### src/hw/rtl/owb_pkg.sv
package owb_pkg;

    // Opcode carried with every input transaction.
    typedef enum logic [1:0] {
        OP_TICK  = 2'd0,
        OP_RESET = 2'd1,
        OP_WRITE = 2'd2,
        OP_READ  = 2'd3
    } op_t;

    // Bus sequencer phases.
    typedef enum logic [3:0] {
        PH_IDLE      = 4'd0,
        PH_RST_LOW   = 4'd1,
        PH_RST_WAIT  = 4'd2,
        PH_PRES_FALL = 4'd3,
        PH_PRES_RISE = 4'd4,
        PH_WR_LOW    = 4'd5,
        PH_WR_SLOT   = 4'd6,
        PH_WR_REL    = 4'd7,
        PH_WR_RECOV  = 4'd8,
        PH_RD_PULSE  = 4'd9,
        PH_RD_DELAY  = 4'd10,
        PH_RD_SLOT   = 4'd11
    } phase_t;

    localparam int CfgAddrWidth = 3;
    localparam int CfgDataWidth = 10;
    localparam int TickWidth    = 10;
    localparam int BitIdxWidth  = 4;
    localparam int ByteWidth    = 8;

    // Configuration register indexes.
    localparam logic [CfgAddrWidth-1:0] CFG_RESET_LOW_TIME     = 3'd0;
    localparam logic [CfgAddrWidth-1:0] CFG_PRESENCE_WAIT_TIME = 3'd1;
    localparam logic [CfgAddrWidth-1:0] CFG_WRITE_LOW_TIME     = 3'd2;
    localparam logic [CfgAddrWidth-1:0] CFG_SLOT_TIME          = 3'd3;
    localparam logic [CfgAddrWidth-1:0] CFG_SAMPLE_DELAY       = 3'd4;
    localparam logic [CfgAddrWidth-1:0] CFG_RECOVERY_TIME      = 3'd5;

    // Reset values of the timing registers, in microseconds.
    localparam logic [9:0] RESET_LOW_TIME_DEF     = 10'd600;
    localparam logic [7:0] PRESENCE_WAIT_TIME_DEF = 8'd60;
    localparam logic [3:0] WRITE_LOW_TIME_DEF     = 4'd1;
    localparam logic [7:0] SLOT_TIME_DEF          = 8'd50;
    localparam logic [5:0] SAMPLE_DELAY_DEF       = 6'd5;
    localparam logic [7:0] RECOVERY_TIME_DEF      = 8'd50;

    localparam logic [BitIdxWidth-1:0] BITS_PER_BYTE = 4'd8;

    typedef struct packed {
        logic [9:0] reset_low_time;
        logic [7:0] presence_wait_time;
        logic [3:0] write_low_time;
        logic [7:0] slot_time;
        logic [5:0] sample_delay;
        logic [7:0] recovery_time;
    } owb_cfg_t;

    // Result item, last field in the lowest bits.
    typedef struct packed {
        logic                 rejected;
        logic [ByteWidth-1:0] read_data;
        logic                 done_res;
        logic                 busy_res;
        logic                 drive_low;
    } owb_res_t;

    localparam int ResWidth   = $bits(owb_res_t);
    localparam int MDataWidth = ((ResWidth + 7) / 8) * 8;
    localparam int SDataWidth = ((ByteWidth + 1 + 7) / 8) * 8;

endpackage

### src/hw/rtl/one_wire_byte_master_unit.sv
// Channel   | Direction | Payload
// ----------+-----------+--------------------------------------------------------
// s_ (item) | in        | tuser: opcode; tdata: write_data, line_level
// m_ (res)  | out       | tdata: drive_low, busy_res, done_res, read_data, rejected
// cfg_      | in        | write enable, register index, write data (no read-back)
//
// One item is accepted every cycle while s_tready is high; its result is offered from the output register.
// The input register feeds the sequencer step, whose result lands in the output register.
// Reset (synchronous, aresetn low) restores default timings and an idle sequencer.
// While the result waits for m_tready, one more item can sit in the input register.
module one_wire_byte_master_unit
    import owb_pkg::*;
(
    input  logic                    aclk,
    input  logic                    aresetn,

    // Input item channel.
    input  logic                    s_tvalid,
    output logic                    s_tready,
    input  logic [SDataWidth-1:0]   s_tdata,   // [7:0] write_data, [8] line_level
    input  logic [1:0]              s_tuser,   // [1:0] opcode

    // Result channel.
    output logic                    m_tvalid,
    input  logic                    m_tready,
    output logic [MDataWidth-1:0]   m_tdata,   // [0] drive_low, [1] busy_res,
                                               // [2] done_res, [10:3] read_data,
                                               // [11] rejected

    // Configuration write port.
    input  logic                    cfg_we,
    input  logic [CfgAddrWidth-1:0] cfg_addr,
    input  logic [CfgDataWidth-1:0] cfg_wdata
);

    owb_cfg_t cfg;
    owb_res_t res;

    // Input register.
    logic                 in_valid_reg, in_valid_next;
    logic [1:0]           in_op_reg;
    logic [ByteWidth-1:0] in_data_reg;
    logic                 in_lvl_reg;

    // Output register.
    logic                 out_valid_reg, out_valid_next;
    owb_res_t             out_res_reg;

    logic out_free;
    logic advance;
    logic in_take;

    // The output register can take a result when empty or being drained this cycle.
    assign out_free = !out_valid_reg || m_tready;
    assign advance  = in_valid_reg && out_free;
    assign s_tready = !in_valid_reg || out_free;
    assign in_take  = s_tvalid && s_tready;

    always_comb begin
        if (in_take) begin
            in_valid_next = 1'b1;
        end else if (advance) begin
            in_valid_next = 1'b0;
        end else begin
            in_valid_next = in_valid_reg;
        end

        if (advance) begin
            out_valid_next = 1'b1;
        end else if (m_tready) begin
            out_valid_next = 1'b0;
        end else begin
            out_valid_next = out_valid_reg;
        end
    end

    always_ff @(posedge aclk) begin
        if (!aresetn) begin
            in_valid_reg  <= 1'b0;
            out_valid_reg <= 1'b0;
        end else begin
            in_valid_reg  <= in_valid_next;
            out_valid_reg <= out_valid_next;
        end
    end

    // Payload registers carry no reset.
    always_ff @(posedge aclk) begin
        if (in_take) begin
            in_op_reg   <= s_tuser;
            in_data_reg <= s_tdata[ByteWidth-1:0];
            in_lvl_reg  <= s_tdata[ByteWidth];
        end
        if (advance) begin
            out_res_reg <= res;
        end
    end

    owb_cfg u_cfg (
        .aclk      (aclk),
        .aresetn   (aresetn),
        .cfg_we    (cfg_we),
        .cfg_addr  (cfg_addr),
        .cfg_wdata (cfg_wdata),
        .cfg       (cfg)
    );

    // The sequencer state moves exactly once per transaction, when it advances.
    owb_core u_core (
        .aclk       (aclk),
        .aresetn    (aresetn),
        .cfg        (cfg),
        .step       (advance),
        .opcode     (in_op_reg),
        .write_data (in_data_reg),
        .line_level (in_lvl_reg),
        .res        (res)
    );

    assign m_tvalid = out_valid_reg;
    assign m_tdata  = {{(MDataWidth - ResWidth){1'b0}}, out_res_reg};

    // A held input item keeps its payload until it moves on.
    a_in_hold: assert property (@(posedge aclk) disable iff (!aresetn)
        (in_valid_reg && !advance) |=>
            (in_valid_reg && $stable(in_op_reg) && $stable(in_data_reg) && $stable(in_lvl_reg)))
        else $error("input register lost a pending item");

    // Every step produces a result on the output side.
    a_step_out: assert property (@(posedge aclk) disable iff (!aresetn)
        advance |=> out_valid_reg)
        else $error("sequencer step produced no result");

    // A result that is not taken stays offered with the same payload.
    a_out_hold: assert property (@(posedge aclk) disable iff (!aresetn)
        (m_tvalid && !m_tready) |=> (m_tvalid && $stable(m_tdata)))
        else $error("waiting result changed before it was taken");

endmodule

### src/hw/rtl/owb_cfg.sv
module owb_cfg
    import owb_pkg::*;
(
    input  logic                    aclk,
    input  logic                    aresetn,
    input  logic                    cfg_we,
    input  logic [CfgAddrWidth-1:0] cfg_addr,
    input  logic [CfgDataWidth-1:0] cfg_wdata,
    output owb_cfg_t                cfg
);

    owb_cfg_t cfg_reg;
    owb_cfg_t cfg_next;

    always_comb begin
        cfg_next = cfg_reg;
        if (cfg_we) begin
            unique case (cfg_addr)
                CFG_RESET_LOW_TIME:     cfg_next.reset_low_time     = cfg_wdata[9:0];
                CFG_PRESENCE_WAIT_TIME: cfg_next.presence_wait_time = cfg_wdata[7:0];
                CFG_WRITE_LOW_TIME:     cfg_next.write_low_time     = cfg_wdata[3:0];
                CFG_SLOT_TIME:          cfg_next.slot_time          = cfg_wdata[7:0];
                CFG_SAMPLE_DELAY:       cfg_next.sample_delay       = cfg_wdata[5:0];
                CFG_RECOVERY_TIME:      cfg_next.recovery_time      = cfg_wdata[7:0];
                default:                cfg_next = cfg_reg;
            endcase
        end
    end

    always_ff @(posedge aclk) begin
        if (!aresetn) begin
            cfg_reg.reset_low_time     <= RESET_LOW_TIME_DEF;
            cfg_reg.presence_wait_time <= PRESENCE_WAIT_TIME_DEF;
            cfg_reg.write_low_time     <= WRITE_LOW_TIME_DEF;
            cfg_reg.slot_time          <= SLOT_TIME_DEF;
            cfg_reg.sample_delay       <= SAMPLE_DELAY_DEF;
            cfg_reg.recovery_time      <= RECOVERY_TIME_DEF;
        end else begin
            cfg_reg <= cfg_next;
        end
    end

    assign cfg = cfg_reg;

endmodule

### src/hw/rtl/owb_core.sv
module owb_core
    import owb_pkg::*;
(
    input  logic                 aclk,
    input  logic                 aresetn,
    input  owb_cfg_t             cfg,
    input  logic                 step,
    input  logic [1:0]           opcode,
    input  logic [ByteWidth-1:0] write_data,
    input  logic                 line_level,
    output owb_res_t             res
);

    phase_t                 phase_reg, phase_next;
    logic [TickWidth-1:0]   tick_reg, tick_next;
    logic [BitIdxWidth-1:0] bit_reg, bit_next;
    logic [ByteWidth-1:0]   shift_reg, shift_next;
    op_t                    kind_reg, kind_next;
    logic [ByteWidth-1:0]   last_read_reg, last_read_next;

    logic [TickWidth-1:0]   tick_dec;
    logic [BitIdxWidth-1:0] bit_inc;
    logic                   done;
    logic                   rej;
    op_t                    op;

    assign op       = op_t'(opcode);
    assign tick_dec = (tick_reg != '0) ? tick_reg - 1'b1 : '0;
    assign bit_inc  = bit_reg + 1'b1;

    // Next-state logic for one item.
    always_comb begin
        phase_next     = phase_reg;
        tick_next      = tick_reg;
        bit_next       = bit_reg;
        shift_next     = shift_reg;
        kind_next      = kind_reg;
        last_read_next = last_read_reg;
        done           = 1'b0;
        rej            = 1'b0;
        priority if (op == OP_TICK) begin
            priority if (phase_reg == PH_IDLE) begin
                phase_next = PH_IDLE;
            end else if (phase_reg == PH_PRES_FALL) begin
                if (!line_level) begin
                    phase_next = PH_PRES_RISE;
                    tick_next  = '0;
                end
            end else if (phase_reg == PH_PRES_RISE) begin
                if (line_level) begin
                    phase_next = PH_IDLE;
                    tick_next  = '0;
                    done       = 1'b1;
                end
            end else if (tick_dec != '0) begin
                tick_next = tick_dec;
            end else begin
                unique case (phase_reg)
                    PH_RST_LOW: begin
                        phase_next = PH_RST_WAIT;
                        tick_next  = TickWidth'(cfg.presence_wait_time);
                    end
                    PH_RST_WAIT: begin
                        phase_next = PH_PRES_FALL;
                        tick_next  = '0;
                    end
                    PH_WR_LOW: begin
                        phase_next = PH_WR_SLOT;
                        tick_next  = TickWidth'(cfg.slot_time);
                    end
                    PH_WR_SLOT: begin
                        shift_next = {1'b0, shift_reg[ByteWidth-1:1]};
                        bit_next   = bit_inc;
                        if (bit_inc >= BITS_PER_BYTE) begin
                            phase_next = PH_WR_RECOV;
                            tick_next  = TickWidth'(cfg.recovery_time);
                        end else begin
                            phase_next = PH_WR_REL;
                            tick_next  = TickWidth'(1);
                        end
                    end
                    PH_WR_REL: begin
                        phase_next = PH_WR_LOW;
                        tick_next  = TickWidth'(cfg.write_low_time);
                    end
                    PH_WR_RECOV: begin
                        phase_next = PH_IDLE;
                        tick_next  = '0;
                        done       = 1'b1;
                    end
                    PH_RD_PULSE: begin
                        phase_next = PH_RD_DELAY;
                        tick_next  = TickWidth'(cfg.sample_delay);
                    end
                    PH_RD_DELAY: begin
                        shift_next = {line_level, shift_reg[ByteWidth-1:1]};
                        phase_next = PH_RD_SLOT;
                        tick_next  = TickWidth'(cfg.slot_time);
                    end
                    PH_RD_SLOT: begin
                        bit_next = bit_inc;
                        if (bit_inc >= BITS_PER_BYTE) begin
                            last_read_next = shift_reg;
                            phase_next     = PH_IDLE;
                            tick_next      = '0;
                            done           = 1'b1;
                        end else begin
                            phase_next = PH_RD_PULSE;
                            tick_next  = TickWidth'(1);
                        end
                    end
                    default: begin
                        phase_next = PH_IDLE;
                        tick_next  = '0;
                    end
                endcase
            end
        end else if (phase_reg != PH_IDLE) begin
            rej = 1'b1;
        end else begin
            kind_next = op;
            bit_next  = '0;
            priority if (op == OP_RESET) begin
                phase_next = PH_RST_LOW;
                tick_next  = cfg.reset_low_time;
            end else if (op == OP_WRITE) begin
                shift_next = write_data;
                phase_next = PH_WR_LOW;
                tick_next  = TickWidth'(cfg.write_low_time);
            end else begin
                shift_next = '0;
                phase_next = PH_RD_PULSE;
                tick_next  = TickWidth'(1);
            end
        end
    end

    // Result fields follow the state after the item.
    always_comb begin
        unique case (phase_next)
            PH_RST_LOW, PH_WR_LOW, PH_RD_PULSE: res.drive_low = 1'b1;
            PH_WR_SLOT:                         res.drive_low = ~shift_next[0];
            default:                            res.drive_low = 1'b0;
        endcase
        res.busy_res  = (phase_next != PH_IDLE);
        res.done_res  = done;
        res.read_data = last_read_next;
        res.rejected  = rej;
    end

    always_ff @(posedge aclk) begin
        if (!aresetn) begin
            phase_reg     <= PH_IDLE;
            tick_reg      <= '0;
            bit_reg       <= '0;
            shift_reg     <= '0;
            kind_reg      <= OP_TICK;
            last_read_reg <= '0;
        end else if (step) begin
            phase_reg     <= phase_next;
            tick_reg      <= tick_next;
            bit_reg       <= bit_next;
            shift_reg     <= shift_next;
            kind_reg      <= kind_next;
            last_read_reg <= last_read_next;
        end
    end

    // A write or read never counts past the last bit of the byte.
    a_bit_range: assert property (@(posedge aclk) disable iff (!aresetn)
        bit_reg <= BITS_PER_BYTE)
        else $error("bit index ran past the byte");

    // Write phases only occur under a write command.
    a_write_kind: assert property (@(posedge aclk) disable iff (!aresetn)
        (phase_reg == PH_WR_LOW || phase_reg == PH_WR_SLOT ||
         phase_reg == PH_WR_REL || phase_reg == PH_WR_RECOV) |-> kind_reg == OP_WRITE)
        else $error("write phase outside a write command");

    // Completing a command always leaves the sequencer idle.
    a_done_idle: assert property (@(posedge aclk) disable iff (!aresetn)
        (step && done) |=> phase_reg == PH_IDLE)
        else $error("command completed but sequencer not idle");

endmodule
### config.mk
export PLATFORM = sky130hd
export DESIGN_NAME = one_wire_byte_master_unit
export DESIGN_NICKNAME = d
export VERILOG_FILES = /design/src/hw/rtl/owb_pkg.sv /design/src/hw/rtl/one_wire_byte_master_unit.sv /design/src/hw/rtl/owb_cfg.sv /design/src/hw/rtl/owb_core.sv
export SDC_FILE = /design/constraint.sdc
export NUM_CORES = 1
export LEC_CHECK = 0
export BUFFER_PORTS_ARGS = -buffer_cell sky130_fd_sc_hd__buf_2
export CORE_ASPECT_RATIO = 0.75
export CORE_UTILIZATION = 55
export CTS_BUF_LIST = sky130_fd_sc_hd__clkbuf_16
export CTS_CLUSTER_SIZE = 8
export DETAILED_ROUTE_END_ITERATION = 8
export GPL_TIMING_DRIVEN = 0
export PLACE_DENSITY = 0.78
export SLEW_MARGIN = 25
export SYNTH_ARGS = -nofsm -noshare
export SYNTH_HDL_FRONTEND = slang
export SYNTH_SLANG_ARGS = --single-unit
export TNS_END_PERCENT = 30
### constraint.sdc
create_clock -name aclk -period 3.9 [get_ports aclk]
set_input_delay 0.195 -clock aclk [delete_from_list [all_inputs] [get_ports aclk]]
set_output_delay 0.195 -clock aclk [all_outputs]
set_load 0.05 [all_outputs]
=== After elaboration in Yosys (flattened, before gate mapping) ===
Index checks and enable logic that the tools add are counted.

* Bits of input ports: 36
* Flip-flop bits (word level): 103
* Logic and storage cells: 148

* $lt $le $gt $ge: 1
* Reductions and logical operators: 28
* Multiplexer cells: 61
* Eq/ne operators: 32
* Bitwise gates (word level): 2
* Add/subtract/negate cells: 2

{| class="wikitable"
|+ Operators by type and width
! cell !! number
|-
| 8-bit 2-to-1 mux || 16
|-
| 10-bit 2-to-1 mux || 10
|-
| 4-bit 2-to-1 mux || 20
|-
| 10-bit one-hot mux with 6 select lines || 1
|-
| 4-bit one-hot mux with 8 select lines || 1
|-
| 4-bit by 3-bit == test with 1-bit output, second input constant || 6
|-
| 4-bit == test, second input constant || 5
|-
| 10-bit nonzero test || 2
|-
| 8-bit one-hot mux with 2 select lines || 1
|-
| 2-bit AND reduction || 6
|-
| 1-bit 2-to-1 mux || 10
|-
| 2-bit != test, second input constant || 5
|-
| 10-bit by 1-bit subtractor with 10-bit output, second input constant || 1
|-
| 4-bit by 1-bit == test with 1-bit output, second input constant || 2
|-
| 4-bit by 2-bit == test with 1-bit output, second input constant || 2
|-
| 8-bit AND reduction || 1
|-
| 4-bit nonzero test || 2
|-
| 7-bit AND reduction || 1
|-
| 3-bit by 2-bit == test with 1-bit output, second input constant || 2
|-
| 3-bit == test, second input constant || 2
|-
| 3-bit != test, second input constant || 2
|-
| 3-bit OR reduction || 2
|-
| 5-bit AND reduction || 1
|-
| 4-bit by 1-bit adder with 4-bit output, second input constant || 1
|-
| 16 further kinds || 24
|}

=== Logic depth before layout (Yosys ltp) ===
Gate-level depths: netlist of the first run.

* Depth after elaboration: 12
* Mapped depth: 11
* Mapped depth without buffers: 10

=== Hierarchy ===
Synthesis of the first run repeated with hierarchy kept, for this count alone.

* Cells, all modules: 608
* Area total of the unflattened synthesis: 5590.4 um2

{| class="wikitable"
|+ Modules (own cells, without submodules)
! module !! area each (um2) !! seq. area each (um2) !! cells an instance !! times used
|-
| owb_core || 2971.6 || 680.7 || 398 || 1
|-
| owb_cfg || 1790.5 || 880.8 || 173 || 1
|-
| one_wire_byte_master_unit || 828.3 || 730.7 || 37 || 1
|}

=== Least setup slack after synthesis of the first run ===
OpenSTA, ideal clock, no wires.

* Kind: reg-to-reg
* From: register u_core.tick_reg[0]
* To: register out_res_reg, in the netlist m_tdata[10] (data pin)
* Arrival: 2.504 ns
* Slack: 1.136 ns
* Stages on the path, launching flop included: 11
* Buffers on the path: 0
* Path through: dfxtp_1 > inv_1 > ha_1 > or4b_4 > a2bb2oi_1 > nor4_4 > nand3_4 > nor2_1 > nand2_1 > nor2_2 > mux2_2

{| class="wikitable"
|+ RTL lines
! element !! RTL line !! source
|-
| start: declaration || owb_core.sv:15 || <nowiki>logic [TickWidth-1:0] tick_reg, tick_next;</nowiki>
|-
| start signal: assignment || owb_core.sv:161 || <nowiki>tick_reg <= tick_next;</nowiki>
|-
| end signal: assignment || one_wire_byte_master_unit.sv:95 || <nowiki>out_res_reg <= res;</nowiki>
|-
| end: declaration || one_wire_byte_master_unit.sv:47 || <nowiki>owb_res_t out_res_reg;</nowiki>
|}

==> Flow_metrics.wiki, run 1 <==
{| class="wikitable"
! Metric !! Value
|-
| Via total after detailed routing || 4,539
|-
| Post-layout power || 2.524 mW
|-
| Number of fill cells || about 810
|-
| Final setup violation count || 0
|-
| Inserted Clock Buffers || 9
|-
| Worst min-delay path class || in2reg
|-
| Run status || completed
|-
| Pint || 1.753 mW
|-
| Residual DRC count || 0
|-
| Final Hold Violating Endpoints || 0
|-
| Count of different cell masters after synthesis || 64
|-
| Global routing usage summed across all routing layers || 0.2878
|-
| Finished Cell Area || 5743 um^2
|-
| Number of inserted diodes || 0
|-
| Total congestion overflow || 0
|-
| Clock sink count || between 100 and 150
|-
| Worst vdd ir || 365.7 uV
|-
| Source-to-sink clock delay at the later pin of the worst-skew pair || 0.35 ns
|-
| Area used by multi-input combinational logic || between 2000 and 3000 um^2
|-
| Static leakage power || 2.104 nW
|-
| RePlAce Congestion || 0.9031
|-
| CTS root buffer || sky130_fd_sc_hd__clkbuf_16
|-
| Drt pass-1 iters || 5
|-
| Syn avg cell area || 8.743 um^2
|-
| Clock tree from TritonCTS || done
|-
| Number of antenna violations at the first check in global routing || 0
|-
| Clock share of power || 0.333
|-
| Total detailed-routing wirelength || ~13,000 um
|-
| CP Launch Type || register
|-
| Synth async-reset ratio || 0
|-
| Period Utilization, post-route || 0.8430
|-
| Yosys top cell by area || sky130_fd_sc_hd__dfxtp_1
|-
| Number of buffers inserted by post-CTS setup repair || 0
|-
| Proportion of power drawn by flip-flops and latches || 0.465
|-
| Layout Skew || around 0.01 ns
|-
| Final WS setup || 0.6125 ns
|-
| HPWL after detailed placement || 9949 um
|-
| Ys Warns || 0
|-
| Post-synthesis sequential area ratio || 0.4497
|-
| Post-Syn Area || 5097 um^2
|-
| Die Area || around 9700 um^2
|-
| Net total in the final layout || 684
|-
| Area of the placeable core || ~9000 um^2
|-
| Area delta synth->final || 12.67%
|-
| Number of global-route vias before repair || around 4.1k
|-
| Reg area || 2292 um^2
|-
| Reported net switching power || 771.3 uW
|-
| Area fraction of the dominant cell type after synthesis || 0.3142
|-
| Max-slew violations || 0
|-
| Number of gates given a new drive strength after cts || 0
|-
| Initial drt markers || 448
|-
| Final routed wire length divided by cell count || 17.73 um
|-
| Period minus WS final || between 3 and 4 ns
|-
| Signal arrival time at the worst endpoint || 3.40 ns
|-
| Post-placement worst setup slack || between 0.6 and 0.7 ns
|-
| Max Root-Sink Buffers || 2
|-
| Number of cells produced by synthesis || between 500 and 600
|-
| Placed Area || 5469 um^2
|-
| Type of the worst setup path || reg2reg
|-
| Post-route ant nets || 0
|-
| Main flop type after synthesis || sky130_fd_sc_hd__dfxtp_1
|-
| Number of enable-type register cells in the synthesized netlist || 23
|-
| Number of buffers inserted by hold repair at cts || 0
|-
| Yosys reg bits || a little over 100
|-
| Clock transition at the register clock pins on the worst setup and hold paths after CTS || ~0.07 ns
|-
| RSZ-0062 raised after global routing || no
|-
| Max reg flops || 44
|-
| Maximum level of the CTS H-tree || 3
|-
| Width of the die || 113.2 um
|-
| Row cnt || 30
|-
| Ranking of synthesized cells by area || sky130_fd_sc_hd__dfxtp_1 (31%), sky130_fd_sc_hd__edfxtp_1 (14%), sky130_fd_sc_hd__nand2_1 (7.5%)
|-
| Maximum number of pins on one net before global-route repair || 19
|-
| Top Ports || 54
|-
| Combinational share of power || 0.202
|-
| Critical path capture point type || register
|-
| Setup Total Neg Slack || 0 ns
|-
| Post-route worst hold slack || ~0.02 ns
|-
| Number of buffers inserted by port buffering || 42
|-
| Overall die height || 85.37 um
|-
| Switching Share || 0.3056
|-
| Pwr per Cell Area || 439.5 nW/um^2
|-
| Wire length of the first global-routing pass || 21,240 um
|-
| Fraction of layout cells with a size suffix above 1 || 0.1444
|-
| Max-slew headroom || 0.3499
|-
| Initial core utilization || 0.5658
|-
| Transition at the pin with the smallest max-transition slack || 0.9678 ns
|-
| Maximum clock frequency || 304.2 MHz
|-
| Biggest fanout along the worst timing path || 6
|-
| Required time of the critical path || 4.01 ns
|-
| DR vias/cell || 6.004
|-
| Number of maximum-capacitance constraint violations || 0
|}
routing by layer:
layer	up-vias	GRT usage	routed length, um
li1	2195	-	-
met1	2108	0.4268	6159
met2	218	0.4334	5753
met3	18	0.04357	1292
met4	0	0.08373	197
met5	-	0	0
final timing paths:
kind	end	slack, ns	depth (start not counted)	from
worst max-delay path	m_tdata[0]$_DFFE_PP_	0.61	10	u_core.tick_reg[0]$_SDFFE_PN0P_
worst min-delay path	in_data_reg[3]$_DFFE_PP_	0.02	1	s_tdata[3]
worst max register to register	m_tdata[0]$_DFFE_PP_	0.61	10	u_core.tick_reg[0]$_SDFFE_PN0P_
worst min register to register	u_cfg.cfg[17]$_SDFFE_PN0P_	0.46	2	u_cfg.cfg[17]$_SDFFE_PN0P_
cell type report:
class,instances,area share
multi-input cells,439,0.4582
flip-flops and latches,103,0.3991
clock buffers,9,0.03922
repair buffers,42,0.03660
plain buffers,33,0.02680
well taps,112,0.02440
clock inverters,7,0.008497
inverters,11,0.007190
synth_stat cells, drive strengths merged (5+ instances only):
| library cell | n |
|---|---|
| a222oi | 5 |
| nand3 | 23 |
| a21oi | 43 |
| o22ai | 7 |
| nor2 | 66 |
| or3 | 5 |
| inv | 11 |
| nor4 | 6 |
| mux2i | 20 |
| nor2b | 9 |
| mux2 | 10 |
| nand2 | 102 |
| nand2b | 11 |
| dfxtp | 80 |
| edfxtp | 23 |
| buf | 6 |
| a211oi | 14 |
| a22oi | 13 |
| clkbuf | 27 |
| ha | 9 |
| nor3 | 12 |
| o21ai | 20 |
| or2 | 6 |
power by group through the flow:
stage          combinational, mW  clock, mW  sequential [mW]
2_1_floorplan              0.350          0             1.21
3_3_place_gp               0.491          0             1.19
3_5_place_dp               0.500          0             1.20
4_1_cts                    0.503      0.853             1.17
5_1_grt                    0.555      0.895             1.18
6_report                   0.510      0.841             1.17
logic make-up after synthesis:
logic type,synth area share
muxes,0.06382
other,0.0007357
AOI/OAI and AO/OA,0.1760
DFF,0.4497
xor gates and xnor gates,0.008591
adders and majority gates,0.02209
buffers and inverters,0.03829
and+or+nand+nor,0.2408
cells in the final DEF (no fill, tap or decap), types with 3 or more instances in the layout:
master / count
sky130_fd_sc_hd__a211oi_1: 14
sky130_fd_sc_hd__a21oi_1: 42
sky130_fd_sc_hd__a221oi_1: 3
sky130_fd_sc_hd__a222oi_1: 5
sky130_fd_sc_hd__a22o_1: 3
sky130_fd_sc_hd__a22oi_1: 13
sky130_fd_sc_hd__a31oi_1: 3
sky130_fd_sc_hd__a32o_1: 4
sky130_fd_sc_hd__and2_1: 3
sky130_fd_sc_hd__buf_2: 42
sky130_fd_sc_hd__buf_4: 4
sky130_fd_sc_hd__clkbuf_1: 27
sky130_fd_sc_hd__clkbuf_16: 9
sky130_fd_sc_hd__conb_1: 4
sky130_fd_sc_hd__dfxtp_1: 80
sky130_fd_sc_hd__edfxtp_1: 23
sky130_fd_sc_hd__ha_1: 9
sky130_fd_sc_hd__inv_1: 11
sky130_fd_sc_hd__mux2_2: 10
sky130_fd_sc_hd__mux2i_1: 19
sky130_fd_sc_hd__nand2_1: 102
sky130_fd_sc_hd__nand2b_1: 11
sky130_fd_sc_hd__nand3_1: 21
sky130_fd_sc_hd__nor2_1: 65
sky130_fd_sc_hd__nor2b_1: 9
sky130_fd_sc_hd__nor3_1: 9
sky130_fd_sc_hd__nor3_2: 3
sky130_fd_sc_hd__nor4_4: 3
sky130_fd_sc_hd__o21a_1: 3
sky130_fd_sc_hd__o21ai_0: 20
sky130_fd_sc_hd__o22ai_1: 7
sky130_fd_sc_hd__or2_2: 6
sky130_fd_sc_hd__or3_1: 5
sky130_fd_sc_hd__or4_1: 3
sky130_fd_sc_hd__xnor2_1: 4
critical path, cell delays in order (launching register included):
cell and delay, ns:
sky130_fd_sc_hd__dfxtp_1 0.36, sky130_fd_sc_hd__inv_1 0.10, sky130_fd_sc_hd__ha_1 0.18, sky130_fd_sc_hd__nor3b_1 0.45
sky130_fd_sc_hd__a21boi_1 0.20, sky130_fd_sc_hd__nor4_4 0.40, sky130_fd_sc_hd__nand3_4 0.18, sky130_fd_sc_hd__o32ai_1 0.31
sky130_fd_sc_hd__a32oi_1 0.14, sky130_fd_sc_hd__or2_2 0.32, sky130_fd_sc_hd__o41ai_1 0.41
stage by stage:
stage,instances,util
after floorplan,586,-
after global placement,740,0.6060
after detailed placement,740,0.6071
after CTS,756,0.6375
after global routing,756,0.6375
final,756,0.6375
(Power assumes the default switching activity.)
==> inputs of run 2 (changes only) <==
==> constraint.sdc (replaced) <==
create_clock -name aclk -period 3.2 [get_ports aclk]
set_input_delay 0.16 -clock aclk [delete_from_list [all_inputs] [get_ports aclk]]
set_output_delay 0.16 -clock aclk [all_outputs]
set_load 0.05 [all_outputs]
==> run 2 against run 1 <==
Effect of this change:
- sequential share of layout area down 2.0 points
- worst setup slack worse by 0.59 ns
- design area up 5.3%
- worst hold slack worse by 0.0023 ns
- global-route usage up 0.49 points
- clock power up 22%
- register-to-register slack worse by 0.59 ns
- routed wire length up 5.7%
- largest power group unchanged
- highest routed layer unchanged
==> Flow_metrics.wiki, run 2 (synthesis results as in run 1) <==
{| class="wikitable"
! Metric !! Value
|-
| Startpoint of the worst register-to-register path || u_core.tick_reg[1]$_SDFFE_PN0P_
|-
| Area of the placeable core || 9009 um^2 (unchanged)
|-
| Number of antenna violations at the first check in global routing || 0 (unchanged)
|-
| Register-to-Register Path Depth || 12 (+2)
|-
| Maximum level of the CTS H-tree || 3 (unchanged)
|-
| Wire length of the first global-routing pass || 21,590 um (+1.7%)
|-
| Final setup violation count || 0 (unchanged)
|-
| Number of inserted diodes || 0 (unchanged)
|-
| Worst min-delay path class || in2reg
|-
| Maximum number of pins on one net before global-route repair || 19 (unchanged)
|-
| CTS root buffer || sky130_fd_sc_hd__clkbuf_16
|-
| Final routed wire length divided by cell count || 18.26 um (+3.0%)
|-
| Pwr per Cell Area || 524.8 nW/um^2 (+19%)
|-
| Reg2reg end || m_tdata[0]$_DFFE_PP_
|-
| Via total after detailed routing || 4,717 (+3.9%)
|-
| Total detailed-routing wirelength || 14,170 um (+5.7%)
|-
| Inserted Clock Buffers || 9 (unchanged)
|-
| Maximum clock frequency || 315.0 MHz (+3.6%)
|-
| Global routing usage summed across all routing layers || 0.2927 (+0.004906)
|-
| Number of global-route vias before repair || 4,181 (+2.1%)
|-
| Max Root-Sink Buffers || 2 (unchanged)
|-
| Overall die height || 85.37 um (unchanged)
|-
| Clock transition at the register clock pins on the worst setup and hold paths after CTS || 0.07 ns (about the same)
|-
| Clock tree from TritonCTS || done
|-
| Top Ports || 54 (unchanged)
|-
| RePlAce Congestion || 0.9031 (unchanged)
|-
| Post-route ant nets || 0 (unchanged)
|-
| Transition at the pin with the smallest max-transition slack || 0.9816 ns (+0.01382 ns)
|-
| Number of buffers inserted by port buffering || 42 (unchanged)
|-
| Run status || completed
|-
| Ordered list of cells on the worst path || inv_1 -> ha_2 -> or4b_4 -> a2bb2oi_2 -> nor4_4 -> buf_4 -> buf_4 -> nand3_4 -> o31ai_4 -> o221ai_2 -> buf_4 -> o41ai_4
|-
| Period Utilization, post-route || 0.9919 (+0.1490)
|-
| Max-slew violations || 0 (unchanged)
|-
| Static leakage power || 2.235 nW (+6.2%)
|-
| Max stage delay on crit path || 0.50 ns (+0.05 ns)
|-
| Worst Hold Depth || 3 (+2)
|-
| Drt pass-1 iters || 6 (+1)
|-
| Layout Skew || 0.008279 ns (-0.001614 ns)
|-
| Post-layout power || 3.173 mW (+26%)
|-
| Last element of the critical path || m_tdata[0]$_DFFE_PP_
|-
| Biggest fanout along the worst timing path || 4 (-2)
|-
| Leading cell type in the layout, fill and taps excluded || sky130_fd_sc_hd__nand2_1
|-
| Max-slew headroom || 0.3387 (-0.01116)
|-
| Initial drt markers || 410 (-8.5%)
|-
| HPWL after detailed placement || 9949 um (unchanged)
|-
| Total congestion overflow || 0 (unchanged)
|-
| Area delta synth->final || 18.63%
|-
| Die Area || 9661 um^2 (unchanged)
|-
| Residual DRC count || 0 (unchanged)
|-
| Signal arrival time at the worst endpoint || 3.33 ns (-0.07 ns)
|-
| Period minus WS final || 3.174 ns (-0.1133 ns)
|-
| Finished Cell Area || 6047 um^2 (+5.3%)
|-
| Row cnt || 30 (unchanged)
|-
| Register-to-register setup slack || 0.03 ns (-0.59 ns)
|-
| Setup crit start || u_core.tick_reg[1]$_SDFFE_PN0P_
|-
| Max reg flops || 44 (unchanged)
|-
| CP Launch Type || register
|-
| Worst vdd ir || 446.8 uV (+22%)
|-
| Clock sink count || 103 (unchanged)
|-
| Number of maximum-capacitance constraint violations || 0 (unchanged)
|-
| Most frequent cells in the layout || sky130_fd_sc_hd__nand2_1 (102), sky130_fd_sc_hd__dfxtp_1 (79), sky130_fd_sc_hd__nor2_1 (64), sky130_fd_sc_hd__buf_2 (42), sky130_fd_sc_hd__a21oi_1 (41)
|-
| Width of the die || 113.2 um (unchanged)
|-
| Fraction of layout cells with a size suffix above 1 || 0.1762 (+0.03179)
|-
| Source-to-sink clock delay at the later pin of the worst-skew pair || 0.35 ns (about the same)
|-
| Most common cell on crit path || sky130_fd_sc_hd__buf_4
|-
| Required time of the critical path || 3.35 ns (-0.66 ns)
|-
| DR vias/cell || 6.079 (+1.2%)
|-
| Net total in the final layout || 704 (+2.9%)
|-
| Placed Area || 5469 um^2 (unchanged)
|-
| Type of the worst setup path || reg2reg
|-
| Critical path capture point type || register
|-
| Final Hold Violating Endpoints || 0 (unchanged)
|-
| RSZ-0062 raised after global routing || yes
|-
| Master of the slowest instance on the critical path || sky130_fd_sc_hd__or4b_4
|-
| Initial core utilization || 0.5658 (unchanged)
|-
| Share of the core filled with cells in the final layout || 0.6713 (+0.03375)
|}
[run 2: cell count changes in the layout (fill, tap and decap cells not counted), sizes merged]
cell	change
buf	+9
dlygate4sd3	+11
[run 2: worst min-delay path by stage]
| stage | start | to | slack, ns |
|---|---|---|---|
| after detailed placement | s_tdata[7] | in_data_reg[7]$_DFFE_PP_ | 0.34 |
| after global routing | cfg_wdata[9] | u_cfg.cfg[43]$_SDFFE_PN1P_ | 0.04 |
| after CTS | cfg_wdata[9] | u_cfg.cfg[43]$_SDFFE_PN1P_ | 0.02 |
| final | cfg_wdata[9] | u_cfg.cfg[43]$_SDFFE_PN1P_ | 0.02 |
| after floorplan | s_tdata[0] | in_data_reg[0]$_DFFE_PP_ | 0.26 |
| after global placement | s_tdata[5] | in_data_reg[5]$_DFFE_PP_ | 0.34 |
[run 2: cell type report]
class                           count  area (um^2)
Clock buffer                        9        225.2
Fill cell                         765         2962
Timing Repair Buffer               62        387.9
Multi-Input combinational cell    439         2755
Tap cell                          112        140.1
Clock inverter                      7        48.80
Inverter                           11        41.29
Sequential cell                   103         2293
Buffer                             33        155.1
[run 2: power breakdown]
group	internal [mW]	switching (mW)
sequential	1.39	0.0451
clock	0.532	0.498
combinational	0.270	0.442
[run 2: per-layer routing]
layer | GRT usage | vias to the layer above | part of all wire
met5 | 0 | - | 0
li1 | - | 2229 | -
met1 | 0.4263 | 2220 | 0.45
met2 | 0.4462 | 240 | 0.44
met4 | 0.06579 | 0 | 0.017
met3 | 0.06143 | 28 | 0.094
[run 2: stage by stage]
step | TNS (ns) | std cells | setup WS [ns] | hold WS, ns
finish | 0 | 776 | 0.02581 | 0.01751
CTS | 0 | 767 | 0.02922 | 0.01722
floorplan | 0 | 586 | 0.4358 | 0.2589
global placement | -0.2509 | 740 | -0.03291 | 0.3363
global route | -0.1108 | 776 | -0.05431 | 0.03919
detailed placement | -0.4548 | 740 | -0.06402 | 0.3386
[run 2: worst max-delay path, delay by kind of cell (launching register included)]
family          cells  cell delay (ns)
compound gates      4             0.95
simple gates        3             0.89
buf+inv             4             0.59
flops               1             0.35
fa+ha+maj           1             0.19
[run 2: timing repair]
item                                   CTS  global route
setup buffers                            0             9
resized for setup                        3            21
endpoints found under the hold margin   11             0
hold buffers                            11             0
pin swaps                                0             9
setup endpoints to repair               10            20
